### config.mk
export PLATFORM = sky130hd
export DESIGN_NAME = box_query_block_counter_unit
export DESIGN_NICKNAME = d
export VERILOG_FILES = /design/src/hw/rtl/bqbc_pkg.sv /design/src/hw/rtl/box_query_block_counter_unit.sv /design/src/hw/rtl/bqbc_regs.sv /design/src/hw/rtl/bqbc_front.sv /design/src/hw/rtl/bqbc_queue.sv /design/src/hw/rtl/bqbc_back.sv
export VERILOG_INCLUDE_DIRS = /design/src /design/src/hw/rtl
export SDC_FILE = /design/constraint.sdc
export NUM_CORES = 1
export LEC_CHECK = 0
export ABC_AREA = 0
export BUFFER_PORTS_ARGS = -buffer_cell sky130_fd_sc_hd__buf_4
export CAP_MARGIN = 15
export CELL_PAD_IN_SITES_DETAIL_PLACEMENT = 2
export CELL_PAD_IN_SITES_GLOBAL_PLACEMENT = 2
export CORE_MARGIN = 2
export CORE_UTILIZATION = 35
export DETAILED_ROUTE_END_ITERATION = 16
export PLACE_DENSITY = 0.77
export SYNTH_ARGS = -nofsm -noshare
export SYNTH_HDL_FRONTEND = slang
export SYNTH_SLANG_ARGS = --single-unit
### constraint.sdc
create_clock -name clk -period 8 [get_ports clk]
set_clock_uncertainty 0.1 [all_clocks]
set_input_delay 1.6 -clock clk [delete_from_list [all_inputs] [get_ports clk]]
set_output_delay 1.6 -clock clk [all_outputs]
set_load 0.02 [all_outputs]
### src/hw/rtl/box_query_block_counter_unit_assert.svh
// ----------------------------------------------------------------------------
// Box query block counter: assertion macros
// Concurrent check wrappers. They compile to nothing when SYNTHESIS is set.
// ----------------------------------------------------------------------------
`ifndef BOX_QUERY_BLOCK_COUNTER_UNIT_ASSERT_SVH
`define BOX_QUERY_BLOCK_COUNTER_UNIT_ASSERT_SVH

`ifndef SYNTHESIS
// same-cycle implication, disabled while reset is applied
`define BQBC_ASSERT_NOW(label, clk, rst_n, ante, cons) \
	label: assert property (@(posedge clk) disable iff (!(rst_n)) (ante) |-> (cons)) \
		else $error("bqbc check failed");
// next-cycle implication, disabled while reset is applied
`define BQBC_ASSERT_NEXT(label, clk, rst_n, ante, cons) \
	label: assert property (@(posedge clk) disable iff (!(rst_n)) (ante) |=> (cons)) \
		else $error("bqbc check failed");
`else
`define BQBC_ASSERT_NOW(label, clk, rst_n, ante, cons)
`define BQBC_ASSERT_NEXT(label, clk, rst_n, ante, cons)
`endif

`endif

### src/hw/rtl/bqbc_pkg.sv
`timescale 1ns / 1ps
// ----------------------------------------------------------------------------
// Box query block counter package
// Shared widths, constants, register map, structs and the saturating add.
// ----------------------------------------------------------------------------
package bqbc_pkg;

	// field widths
	localparam int COORD_W = 16;
	localparam int LEVEL_W = 3;
	localparam int CNT_W   = 21;
	localparam int DATA_W  = 32;
	localparam int ADDR_W  = 5;

	// algorithm constants
	localparam int WINDOW_RADIUS = 3;
	localparam int LEVELS        = 5;
	localparam int MAX_POINTS    = 1048576;

	localparam int FLAG_BITS = 2 * WINDOW_RADIUS;
	localparam int SEEN_W    = $clog2(WINDOW_RADIUS + 1);
	localparam int INC_W     = $clog2(WINDOW_RADIUS + 2);

	// classification queue
	localparam int QUEUE_DEPTH = 2;
	localparam int QPTR_W      = (QUEUE_DEPTH > 1) ? $clog2(QUEUE_DEPTH) : 1;
	localparam int QCNT_W      = $clog2(QUEUE_DEPTH + 1);

	// register map (index = byte address / 4)
	typedef enum logic [2:0] {
		REG_BOX_X_LOW   = 3'd0,
		REG_BOX_X_HIGH  = 3'd1,
		REG_BOX_Y_LOW   = 3'd2,
		REG_BOX_Y_HIGH  = 3'd3,
		REG_QUERY_MODE  = 3'd4,
		REG_QUERY_LEVEL = 3'd5
	} reg_idx_t;

	// query modes
	localparam logic MODE_ALL_LEVELS   = 1'b0;
	localparam logic MODE_SINGLE_LEVEL = 1'b1;

	typedef struct packed {
		logic [COORD_W-1:0] x_low;
		logic [COORD_W-1:0] x_high;
		logic [COORD_W-1:0] y_low;
		logic [COORD_W-1:0] y_high;
		logic               mode;
		logic [LEVEL_W-1:0] level;
	} cfg_t;

	// classified point as it travels from front to back
	typedef struct packed {
		logic hit;
		logic last;
	} q_entry_t;

	typedef struct packed {
		logic              empty;
		logic              full;
		logic [QCNT_W-1:0] count;
	} q_status_t;

	// add a small increment and clamp at MAX_POINTS
	function automatic logic [CNT_W-1:0] sat_add(input logic [CNT_W-1:0] v,
		input logic [INC_W-1:0] n);
		logic [CNT_W:0] sum;
		sum = {1'b0, v} + (CNT_W + 1)'(n);
		if (sum >= (CNT_W + 1)'(MAX_POINTS)) begin
			return CNT_W'(MAX_POINTS);
		end
		return sum[CNT_W-1:0];
	endfunction

endpackage

### src/hw/rtl/box_query_block_counter_unit.sv
`timescale 1ns / 1ps
// ----------------------------------------------------------------------------
// Box query block counter
// Counts points inside a query box and points near a match for one pass.
// ----------------------------------------------------------------------------
// Points are taken one per clock cycle, continuously, while out_stall stays
// low. Each point is classified as it is accepted and queued; the counting
// back end takes one queued point per cycle, unless a pass-ending point
// meets a held result, and updates its match window and counters in that
// same cycle. The pass result and out_valid are registered as the is_last
// point leaves the queue. A held result stalls only the pass-ending point
// in the two-entry queue; the input stalls once that queue is full.
// Register writes over the APB port belong between passes.
`include "box_query_block_counter_unit_assert.svh"

module box_query_block_counter_unit (
	input  logic                         clk,
	input  logic                         arst_n,
	// configuration port
	input  logic                         psel,
	input  logic                         penable,
	input  logic                         pwrite,
	input  logic [bqbc_pkg::ADDR_W-1:0]  paddr,
	input  logic [bqbc_pkg::DATA_W-1:0]  pwdata,
	output logic [bqbc_pkg::DATA_W-1:0]  prdata,
	output logic                         pready,
	// point stream
	input  logic                         in_valid,
	output logic                         in_stall,
	input  logic [bqbc_pkg::COORD_W-1:0] point_x,
	input  logic [bqbc_pkg::COORD_W-1:0] point_y,
	input  logic [bqbc_pkg::LEVEL_W-1:0] point_level,
	input  logic                         is_last,
	// pass results
	output logic                         out_valid,
	input  logic                         out_stall,
	output logic [bqbc_pkg::CNT_W-1:0]   match_count,
	output logic [bqbc_pkg::CNT_W-1:0]   block_count
);

	bqbc_pkg::cfg_t      cfg;
	bqbc_pkg::q_status_t q_status;
	bqbc_pkg::q_entry_t  push_entry;
	bqbc_pkg::q_entry_t  head;
	logic                push;
	logic                pop;

	bqbc_regs u_regs (
		.clk     (clk),
		.arst_n  (arst_n),
		.psel    (psel),
		.penable (penable),
		.pwrite  (pwrite),
		.paddr   (paddr),
		.pwdata  (pwdata),
		.prdata  (prdata),
		.pready  (pready),
		.cfg     (cfg)
	);

	bqbc_front u_front (
		.in_valid    (in_valid),
		.in_stall    (in_stall),
		.point_x     (point_x),
		.point_y     (point_y),
		.point_level (point_level),
		.is_last     (is_last),
		.cfg         (cfg),
		.q_status    (q_status),
		.push        (push),
		.push_entry  (push_entry)
	);

	bqbc_queue u_queue (
		.clk        (clk),
		.arst_n     (arst_n),
		.push       (push),
		.push_entry (push_entry),
		.pop        (pop),
		.head       (head),
		.status     (q_status)
	);

	bqbc_back u_back (
		.clk         (clk),
		.arst_n      (arst_n),
		.head        (head),
		.q_status    (q_status),
		.pop         (pop),
		.out_valid   (out_valid),
		.out_stall   (out_stall),
		.match_count (match_count),
		.block_count (block_count)
	);

	// a new result follows only from a pass-ending point leaving the queue
	`BQBC_ASSERT_NOW(a_result_from_last, clk, arst_n, $rose(out_valid), $past(pop && head.last))
	// every match lies in its own window, so blocks never trail matches
	`BQBC_ASSERT_NOW(a_blocks_cover_matches, clk, arst_n, out_valid, block_count >= match_count)
	// results stay within the saturation limit
	`BQBC_ASSERT_NOW(a_counts_saturate, clk, arst_n, out_valid, 32'(match_count) <= bqbc_pkg::MAX_POINTS && 32'(block_count) <= bqbc_pkg::MAX_POINTS)
	// queue occupancy never passes its depth
	`BQBC_ASSERT_NOW(a_queue_bound, clk, arst_n, push || pop || !push, 32'(q_status.count) <= bqbc_pkg::QUEUE_DEPTH)

endmodule

### src/hw/rtl/bqbc_regs.sv
`timescale 1ns / 1ps
// ----------------------------------------------------------------------------
// Box query configuration registers
// APB-style register file holding the query box, mode and level.
// ----------------------------------------------------------------------------
module bqbc_regs (
	input  logic                       clk,
	input  logic                       arst_n,
	input  logic                       psel,
	input  logic                       penable,
	input  logic                       pwrite,
	input  logic [bqbc_pkg::ADDR_W-1:0] paddr,
	input  logic [bqbc_pkg::DATA_W-1:0] pwdata,
	output logic [bqbc_pkg::DATA_W-1:0] prdata,
	output logic                       pready,
	output bqbc_pkg::cfg_t             cfg
);

	bqbc_pkg::cfg_t      cfg_q;
	bqbc_pkg::reg_idx_t  idx;
	logic                wr_en;

	assign pready = 1'b1;
	assign idx    = bqbc_pkg::reg_idx_t'(paddr[4:2]);
	assign wr_en  = psel && penable && pwrite;
	assign cfg    = cfg_q;

	// write on the access phase of a transaction
	always_ff @(posedge clk or negedge arst_n) begin
		if (!arst_n) begin
			cfg_q.x_low  <= '0;
			cfg_q.x_high <= '1;
			cfg_q.y_low  <= '0;
			cfg_q.y_high <= '1;
			cfg_q.mode   <= bqbc_pkg::MODE_ALL_LEVELS;
			cfg_q.level  <= '0;
		end else if (wr_en) begin
			unique case (idx)
				bqbc_pkg::REG_BOX_X_LOW:   cfg_q.x_low  <= pwdata[bqbc_pkg::COORD_W-1:0];
				bqbc_pkg::REG_BOX_X_HIGH:  cfg_q.x_high <= pwdata[bqbc_pkg::COORD_W-1:0];
				bqbc_pkg::REG_BOX_Y_LOW:   cfg_q.y_low  <= pwdata[bqbc_pkg::COORD_W-1:0];
				bqbc_pkg::REG_BOX_Y_HIGH:  cfg_q.y_high <= pwdata[bqbc_pkg::COORD_W-1:0];
				bqbc_pkg::REG_QUERY_MODE:  cfg_q.mode   <= pwdata[0];
				bqbc_pkg::REG_QUERY_LEVEL: cfg_q.level  <= pwdata[bqbc_pkg::LEVEL_W-1:0];
				default: ;
			endcase
		end
	end

	// read back
	always_comb begin
		prdata = '0;
		unique case (idx)
			bqbc_pkg::REG_BOX_X_LOW:   prdata = bqbc_pkg::DATA_W'(cfg_q.x_low);
			bqbc_pkg::REG_BOX_X_HIGH:  prdata = bqbc_pkg::DATA_W'(cfg_q.x_high);
			bqbc_pkg::REG_BOX_Y_LOW:   prdata = bqbc_pkg::DATA_W'(cfg_q.y_low);
			bqbc_pkg::REG_BOX_Y_HIGH:  prdata = bqbc_pkg::DATA_W'(cfg_q.y_high);
			bqbc_pkg::REG_QUERY_MODE:  prdata = bqbc_pkg::DATA_W'(cfg_q.mode);
			bqbc_pkg::REG_QUERY_LEVEL: prdata = bqbc_pkg::DATA_W'(cfg_q.level);
			default:                   prdata = '0;
		endcase
	end

endmodule

### src/hw/rtl/bqbc_front.sv
`timescale 1ns / 1ps
// ----------------------------------------------------------------------------
// Box query front end
// Accepts points and marks each one a hit when its level is valid and selected and it lies inside the box.
// ----------------------------------------------------------------------------
module bqbc_front (
	input  logic                         in_valid,
	output logic                         in_stall,
	input  logic [bqbc_pkg::COORD_W-1:0] point_x,
	input  logic [bqbc_pkg::COORD_W-1:0] point_y,
	input  logic [bqbc_pkg::LEVEL_W-1:0] point_level,
	input  logic                         is_last,
	input  bqbc_pkg::cfg_t               cfg,
	input  bqbc_pkg::q_status_t          q_status,
	output logic                         push,
	output bqbc_pkg::q_entry_t           push_entry
);

	logic                         level_ok;
	logic                         level_sel;
	logic [bqbc_pkg::COORD_W-1:0] cx;
	logic [bqbc_pkg::COORD_W-1:0] cy;
	logic                         in_box;

	// hold the source while the queue is full
	assign in_stall = q_status.full;
	assign push     = in_valid && !in_stall;

	// level filter and coordinate scaling
	always_comb begin
		level_ok  = 32'(point_level) < bqbc_pkg::LEVELS;
		level_sel = (cfg.mode == bqbc_pkg::MODE_ALL_LEVELS) || (point_level == cfg.level);
		if (cfg.mode == bqbc_pkg::MODE_ALL_LEVELS) begin
			cx = point_x >> point_level;
			cy = point_y >> point_level;
		end else begin
			cx = point_x;
			cy = point_y;
		end
	end

	// inclusive box test
	assign in_box = (cx >= cfg.x_low) && (cx <= cfg.x_high) &&
	                (cy >= cfg.y_low) && (cy <= cfg.y_high);

	assign push_entry.hit  = level_ok && level_sel && in_box;
	assign push_entry.last = is_last;

endmodule

### src/hw/rtl/bqbc_queue.sv
`timescale 1ns / 1ps
// ----------------------------------------------------------------------------
// Box query classification queue
// Short FIFO of classified points between front end and counting back end.
// ----------------------------------------------------------------------------
module bqbc_queue (
	input  logic                clk,
	input  logic                arst_n,
	input  logic                push,
	input  bqbc_pkg::q_entry_t  push_entry,
	input  logic                pop,
	output bqbc_pkg::q_entry_t  head,
	output bqbc_pkg::q_status_t status
);

	bqbc_pkg::q_entry_t              entries_q [bqbc_pkg::QUEUE_DEPTH];
	logic [bqbc_pkg::QPTR_W-1:0]     wr_ptr_q;
	logic [bqbc_pkg::QPTR_W-1:0]     rd_ptr_q;
	logic [bqbc_pkg::QCNT_W-1:0]     count_q;

	function automatic logic [bqbc_pkg::QPTR_W-1:0] ptr_next(
		input logic [bqbc_pkg::QPTR_W-1:0] p);
		if (32'(p) == bqbc_pkg::QUEUE_DEPTH - 1) begin
			return '0;
		end
		return p + 1'b1;
	endfunction

	assign head         = entries_q[rd_ptr_q];
	assign status.count = count_q;
	assign status.empty = (count_q == '0);
	assign status.full  = (32'(count_q) == bqbc_pkg::QUEUE_DEPTH);

	// store incoming entries
	always_ff @(posedge clk) begin
		if (push) begin
			entries_q[wr_ptr_q] <= push_entry;
		end
	end

	// advance pointers and occupancy
	always_ff @(posedge clk or negedge arst_n) begin
		if (!arst_n) begin
			wr_ptr_q <= '0;
			rd_ptr_q <= '0;
			count_q  <= '0;
		end else begin
			if (push) begin
				wr_ptr_q <= ptr_next(wr_ptr_q);
			end
			if (pop) begin
				rd_ptr_q <= ptr_next(rd_ptr_q);
			end
			if (push && !pop) begin
				count_q <= count_q + 1'b1;
			end else if (pop && !push) begin
				count_q <= count_q - 1'b1;
			end
		end
	end

endmodule

### src/hw/rtl/bqbc_back.sv
`timescale 1ns / 1ps
// ----------------------------------------------------------------------------
// Box query back end
// Tracks the match window, counts matches and accessed blocks, and holds
// the per-pass result until it is taken.
// ----------------------------------------------------------------------------
module bqbc_back (
	input  logic                        clk,
	input  logic                        arst_n,
	input  bqbc_pkg::q_entry_t          head,
	input  bqbc_pkg::q_status_t         q_status,
	output logic                        pop,
	output logic                        out_valid,
	input  logic                        out_stall,
	output logic [bqbc_pkg::CNT_W-1:0]  match_count,
	output logic [bqbc_pkg::CNT_W-1:0]  block_count
);

	logic [bqbc_pkg::FLAG_BITS-1:0]     flags_q;
	logic [bqbc_pkg::SEEN_W-1:0]        seen_q;
	logic [bqbc_pkg::CNT_W-1:0]         match_cnt_q;
	logic [bqbc_pkg::CNT_W-1:0]         block_cnt_q;
	logic                               out_valid_q;
	logic [bqbc_pkg::CNT_W-1:0]         match_count_q;
	logic [bqbc_pkg::CNT_W-1:0]         block_count_q;

	logic                               out_free;
	logic                               full_hit;
	logic [bqbc_pkg::WINDOW_RADIUS-1:0] tail_hit;
	logic [bqbc_pkg::INC_W-1:0]         block_inc;
	logic [bqbc_pkg::CNT_W-1:0]         match_next;
	logic [bqbc_pkg::CNT_W-1:0]         block_next;

	assign out_valid   = out_valid_q;
	assign match_count = match_count_q;
	assign block_count = block_count_q;

	// take a point unless it closes a pass and the result slot is held under out_stall
	assign out_free = !out_valid_q || !out_stall;
	assign pop      = !q_status.empty && (!head.last || out_free);

	// settle blocks: the point a full radius back, plus clipped tail on pass end
	always_comb begin
		full_hit = (32'(seen_q) >= bqbc_pkg::WINDOW_RADIUS) && (head.hit || (flags_q != '0));
		for (int k = 0; k < bqbc_pkg::WINDOW_RADIUS; k++) begin
			tail_hit[k] = (32'(seen_q) >= k) && (head.hit ||
				((flags_q & bqbc_pkg::FLAG_BITS'((1 << (k + bqbc_pkg::WINDOW_RADIUS)) - 1))
				 != '0));
		end
		block_inc = bqbc_pkg::INC_W'(full_hit);
		if (head.last) begin
			for (int k = 0; k < bqbc_pkg::WINDOW_RADIUS; k++) begin
				block_inc = block_inc + bqbc_pkg::INC_W'(tail_hit[k]);
			end
		end
		match_next = bqbc_pkg::sat_add(match_cnt_q, bqbc_pkg::INC_W'(head.hit));
		block_next = bqbc_pkg::sat_add(block_cnt_q, block_inc);
	end

	// pass state: shift window, count, clear on pass end
	always_ff @(posedge clk or negedge arst_n) begin
		if (!arst_n) begin
			flags_q     <= '0;
			seen_q      <= '0;
			match_cnt_q <= '0;
			block_cnt_q <= '0;
		end else if (pop) begin
			if (head.last) begin
				flags_q     <= '0;
				seen_q      <= '0;
				match_cnt_q <= '0;
				block_cnt_q <= '0;
			end else begin
				flags_q     <= {flags_q[bqbc_pkg::FLAG_BITS-2:0], head.hit};
				match_cnt_q <= match_next;
				block_cnt_q <= block_next;
				if (32'(seen_q) < bqbc_pkg::WINDOW_RADIUS) begin
					seen_q <= seen_q + 1'b1;
				end
			end
		end
	end

	// result valid flag
	always_ff @(posedge clk or negedge arst_n) begin
		if (!arst_n) begin
			out_valid_q <= 1'b0;
		end else if (pop && head.last) begin
			out_valid_q <= 1'b1;
		end else if (!out_stall) begin
			out_valid_q <= 1'b0;
		end
	end

	// result payload
	always_ff @(posedge clk) begin
		if (pop && head.last) begin
			match_count_q <= match_next;
			block_count_q <= block_next;
		end
	end

endmodule
; ---- After elaboration in Yosys (flattened, before gate mapping)
; Memories as Yosys holds them, arrays and structs flattened.
; Cells that the tools add are included.
[classes]
n_reduce_logical = 44
bitwise = 1
eq_ne = 8
n_lt_le_gt_ge = 11
add_sub_neg = 10
shifts = 2
muxes = 29
[op_table]
columns = op, n
row1 = two-way mux 21 bit, 6
row2 = case mux 16 bit (6 select lines), 1
row3 = >= comparator 22 x 21 -> 1 bit (second input constant), 2
row4 = >= comparator 16 bit, 2
row5 = <= comparator 16 bit, 2
row6 = two-way mux 16 bit, 2
row7 = right shift 16 x 3 -> 16 bit, 2
row8 = nonzero test 6 bit, 4
row9 = adder 21 x 1 -> 22 bit, 1
row10 = adder 21 x 3 -> 22 bit, 1
row11 = logical AND 1 bit, 15
row12 = two-way mux 1 bit, 14
row13 = AND reduction 2 bit, 7
row14 = two-way mux 2 bit, 4
row15 = zero test 1 bit, 7
row16 = logical OR 1 bit, 7
row17 = adder 3 x 1 -> 3 bit, 2
row18 = == test 3 x 2 -> 1 bit (second input constant), 2
row19 = == test 3 bit (second input constant), 2
row20 = two-way mux 6 bit, 1
row21 = adder 2 x 1 -> 2 bit (second input constant), 2
row22 = >= comparator 2 bit (second input constant), 2
row23 = nonzero test 2 bit, 2
row24 = == test 3 x 1 -> 1 bit (second input constant), 1
row25 = 13 further kinds, 14
[totals]
ramBits = 4
elab_cells = 122
memories = 1
output_inout_bits = 77
regBits = 165
[mem_list]
columns = memory, depth, word_bits, rd, rd_clocked_by_memory_dff, write_ports, line_no
row1 = u_queue.entries_q, 2, 2, 1, 0, 1, bqbc_queue.sv:16  ; bqbc_pkg::q_entry_t entries_q [bqbc_pkg::QUEUE_DEPTH];

; ---- Longest topological paths before layout
[depth]
depth_word = 12
depth_mapped = 19
mapped_depth_nobuf = 17

; ---- Modules after synthesis
; From an unflattened synthesis, not the netlist that was laid out.
[hier_totals]
hier_cells = 1116
hier_area_um2 = 11367.2
[by_module_without_submodules]
columns = module, n_inst, area_each_um2, cells_each
row1 = bqbc_back, 1, 4770.8, 449
row2 = bqbc_regs, 1, 3335.7, 224
row3 = bqbc_front, 1, 2929.1, 421
row4 = bqbc_queue, 1, 331.6, 22

; ---- Worst setup path before layout
; Ideal clock, no wire load.
[synth_timing]
path_type = input-to-output
startpoint = input paddr[2] (netlist bit)
endpoint = output prdata[2] (netlist bit)
path_buffers = 3
t_arrival_ns = 3.230
setup_slack_ns = 3.070
path_stages = 7
cell_sequence = clkbuf_1 > clkbuf_1 > buf_1 > nand2_1 > o21ai_0 > a2bb2oi_1 > o22ai_1
[synth_between]
elab_chain_cells = 2
elab_cells_between_ends = 7
classes_between = eq/ne (5) / mux (1) / reduce/logical (1)
[synth_rtl]
columns = item, line_no
row1 = start: declaration, box_query_block_counter_unit.sv:23  ; input logic [bqbc_pkg::ADDR_W-1:0] paddr,
row2 = "== test 3 bit, or another cell as far along", bqbc_regs.sv:53  ; unique case (idx)
row3 = case mux 16 bit (6 select lines) *, bqbc_regs.sv:53
row4 = end: declaration, box_query_block_counter_unit.sv:25  ; output logic [bqbc_pkg::DATA_W-1:0] prdata,
; Every way passes the cells marked *; elsewhere a longest branch is shown, timed or not.

; ---- Worst setup path in the final report
[layout_timing]
startpoint = register u_queue.rd_ptr_q
endpoint = register u_back.block_cnt_q[5] (netlist bit)
[layout_between]
elab_chain_cells = 12
elab_cells_between_ends = 20
classes_between = add/sub (4) / order compare (1) / mux (4) / reduce/logical (10) / memory (1)
[layout_rtl]
columns = item, line_no
row1 = start: declaration, bqbc_queue.sv:18  ; logic [bqbc_pkg::QPTR_W-1:0] rd_ptr_q;
row2 = start signal: assignment, bqbc_queue.sv:52  ; rd_ptr_q <= ptr_next(rd_ptr_q);
row3 = memory (2 x 2 bit) *, --
row4 = logical OR 1 bit, bqbc_back.sv:44  ; full_hit = (32'(seen_q) >= bqbc_pkg::WINDOW_RADIUS) && (head.hit || (flags_q != '0));
row5 = logical AND 1 bit, bqbc_back.sv:44
row6 = adder 1 x 1 -> 2 bit, bqbc_back.sv:53  ; block_inc = block_inc + bqbc_pkg::INC_W'(tail_hit[k]);
row7 = adder 3 x 1 -> 3 bit (2 in series), bqbc_back.sv:53
row8 = two-way mux 3 bit, bqbc_back.sv:51  ; if (head.last) begin
row9 = adder 21 x 3 -> 22 bit, bqbc_pkg.sv:68  ; sum = {1'b0, v} + (CNT_W + 1)'(n);
row10 = >= comparator 22 x 21 -> 1 bit, bqbc_pkg.sv:69  ; if (sum >= (CNT_W + 1)'(MAX_POINTS)) begin
row11 = two-way mux 1 bit, bqbc_pkg.sv:69
row12 = two-way mux 21 bit, bqbc_pkg.sv:72  ; return sum[CNT_W-1:0];
row13 = two-way mux 21 bit, bqbc_back.sv:68  ; if (head.last) begin
row14 = end signal: assignment, bqbc_back.sv:76  ; block_cnt_q <= block_next;
row15 = end: declaration, bqbc_back.sv:22  ; logic [bqbc_pkg::CNT_W-1:0] block_cnt_q;
; Marked as above.
; A chain may end at the register's enable or synchronous reset.

==> flow_summary.toml <==
[critical_path]
max_stage_delay_ns = 0.63
r2r_slack_ns = 2.08
r2r_cells = 18
endpoint_kind = "flop"
required_ns = 8.26
worstSetupPathType = "flop to flop"
worstPathMaxFanout = 19
timing.rr.start = "u_queue.rd_ptr_q$_DFFE_PN0P_"
crit_path_top_delay_cell = "a21oi_2"
cp_cell_sequence = "mux2_2 -> or4_1 -> or2_1 -> o31a_1 -> ha_1 -> inv_1 -> fa_1 -> nor2_1 -> a21o_1 -> ha_1 -> fa_1 -> a21oi_1 -> nor4_4 -> a21o_1 -> a21oi_2 -> buf_4 -> or2b_1 -> a31oi_1"
worstPathArrival_ns = 6.18
r2r_end = "u_back.block_cnt_q[5]$_DFFE_PN0P_"
start_kind = "flop"

[routing]
vias = 8827
routed_wl_mm = 33.16
via_per_inst = 5.472
detailedRoute.firstPassIterationCount = 4
wire_per_inst_um = 20.56
antenna_left = 0
drc = 0
drt_iter0_drc = 391

[placed_design]
place_hpwl_mm = 23.99
gp_congestion = 0.8061
dpl.cell_count = 1581
portBuffers = 121

[logic_synthesis]
postSynthCellCount = 1114
synth_cell_type_count = 65
synth.cell_area_mm2 = 0.01095
synth_seq_area_share_pct = 41.10
ys.flop_type = "dfrtp_1"
avgSynthCellArea_um2 = 9.827
ys_warn_count = 0
synth-edff-count = 46
ys_ff_latch = 169
async_reset_ff_share_pct = 72.78

[clocking]
clk_pin_slew_ns = 0.07
worstSkewPairLatency_ns = 0.44
clk_path_buf_depth = 2
htreeDepth = 4
tritoncts = "built"
post_cts_resized = 0
cts_setup_buffers = 0
cts_hold_buf = 0
numCtsBuffers = 17
root_buffer = "clkbuf_16"
cts_sinks = 169

[floorplanning]
die_area_mm2 = 0.03271
core-area_mm2 = 0.03067
ioPinCount = 157
die_w_um = 180.9
die_y_um = 180.9
start_util_pct = 35.69
num_rows = 64

[sta]
max_freq_ghz = 0.1689
max_slew_margin_pct = 33.88
slew_viol_final = 0
rsz0062_at_grt = "false"
finalCritPeriodShare_pct = 74.02
final_hold_viol_count = 0
worstMarginPinSlew_ns = 0.9891
min_period_ns = 5.922
setup_viol = 0
fin_setup_tns_ns = 0

[global_route]
grt_usage_pct = 20.53
grt_first_pass_wirelength_mm = 53.45
grt_max_degree = 64
overflow = 0
antenna_found_initial = 1
grt_pass1_vias = 9627

[final_layout]
antennaDiodeCount = 0
final_cell_mix = "buf_4, nand2_1, dfrtp_1"
synthToLayoutAreaGrowth_pct = 16.21
final_common_cell = "buf_4"
final_layout_size_suffix_gt1_share_pct = 22.02
nets = 1361
stdcell_count = 1613

[pwr]
ir_drop_mv = 0.2316
leakagePower_uw = 0.005730
powerDensity_mw_per_mm2 = 308.7

[min_path]
hold_end = "u_queue.wr_ptr_q$_DFFE_PN0P_"
holdPathStages = 1
hold_path.class = "flop to flop"
hold_start = "u_queue.wr_ptr_q$_DFFE_PN0P_"

[status]
status = "completed"

[job]
drv_cap = 0
==> report_power, final <==
group | internal, µW | switching [µW]
sequential | 1250 | 239
combinational | 648 | 950
clock | 484 | 360
total | 2380 | 1550
==> worst max path at each step <==
stage	from	to	depth (start not counted)
2_1_floorplan	paddr[2]	prdata[2]	7
4_1_cts	u_queue.rd_ptr_q$_DFFE_PN0P_	u_back.block_cnt_q[5]$_DFFE_PN0P_	18
3_3_place_gp	u_queue.rd_ptr_q$_DFFE_PN0P_	u_back.block_cnt_q[8]$_DFFE_PN0P_	18
5_1_grt	u_queue.rd_ptr_q$_DFFE_PN0P_	u_back.block_cnt_q[8]$_DFFE_PN0P_	18
6_report	u_queue.rd_ptr_q$_DFFE_PN0P_	u_back.block_cnt_q[5]$_DFFE_PN0P_	18
3_5_place_dp	u_queue.rd_ptr_q$_DFFE_PN0P_	u_back.block_cnt_q[5]$_DFFE_PN0P_	18
==> registers in the layout (all words and copies together), names as in the netlist <==
register            flops
u_queue.count_q         2
u_back.flags_q          6
u_back.block_count     21
u_back.seen_q           2
u_regs.cfg             68
u_queue.wr_ptr_q        1
u_back.match_count     21
u_back.block_cnt_q     21
u_queue.rd_ptr_q        1
u_back.out_valid        1
u_back.match_cnt_q     21
u_queue.entries_q       4
==> logic make-up after synthesis <==
| logic type | count (synthesis) | share of synthesized area (%) |
|---|---|---|
| simple gates | 314 | 13.86 |
| compound gates | 248 | 13.96 |
| flops | 169 | 41.10 |
| buf+inv | 153 | 6.069 |
| mux | 107 | 12.48 |
| fa+ha+maj | 77 | 8.938 |
| xor+xnor | 44 | 3.520 |
| other cells | 2 | 0.06860 |
==> cells in the mapped netlist, types with 18 or more instances <==
master	number	area, µm²
nand3_1	18	90.09
a31oi_1	43	269.0
nor2_1	73	274.0
nor2b_1	24	150.1
nand2_1	116	435.4
ha_1	75	938.4
xnor2_1	25	219.0
mux2_2	46	518.0
edfxtp_1	46	1381
mux4_2	19	427.9
inv_1	78	292.8
xor2_1	19	166.4
mux2i_1	42	420.4
clkbuf_1	42	157.7
dfrtp_1	91	2277
dfstp_2	32	840.8
o21ai_0	61	305.3
a21oi_1	62	310.3
==> area by class of cell <==
cell class	instances	area, µm²
Inverter	80	300.3
Tap cell	396	495.5
Fill cell	3331	17950
Clock inverter	10	86.33
Clock buffer	22	508.0
Timing Repair Buffer	129	968.4
Sequential cell	169	4499
Multi-Input combinational cell	807	5863
==> through the flow <==
step / util (%) / hold slack (ns) / worst slack [ns] / total power, µW / area [µm²]
after CTS: 41.48 / 0.3932 / 2.050 / 3982 / 12720
after detailed placement: 39.54 / 0.3843 / 2.100 / 3100 / 12130
final: 41.48 / 0.3983 / 2.078 / 3927 / 12720
after floorplan: - / 0.3503 / 3.070 / 2519 / 11000
after global routing: 41.48 / 0.4321 / 1.730 / 4212 / 12720
after global placement: 39.54 / 0.3633 / 2.204 / 3012 / 12130
==> worst max-delay path: cells and delay by family, from the launching register on <==
kind            cells  cell delay, ns
simple gates        5            1.17
flops               1            0.42
fa+ha+maj           4            1.42
mux                 1            0.39
compound gates      6            1.95
buf+inv             2            0.41
==> per-layer routing <==
metal	vias to the layer above	share of wire (%)	track usage, %
met4	2	1.5	5.000
met5	-	0.039	0
met2	121	51	36.87
met1	4530	44	25.73
met3	33	3.0	3.205
li1	4141	-	-
(Power assumes the default switching activity.)
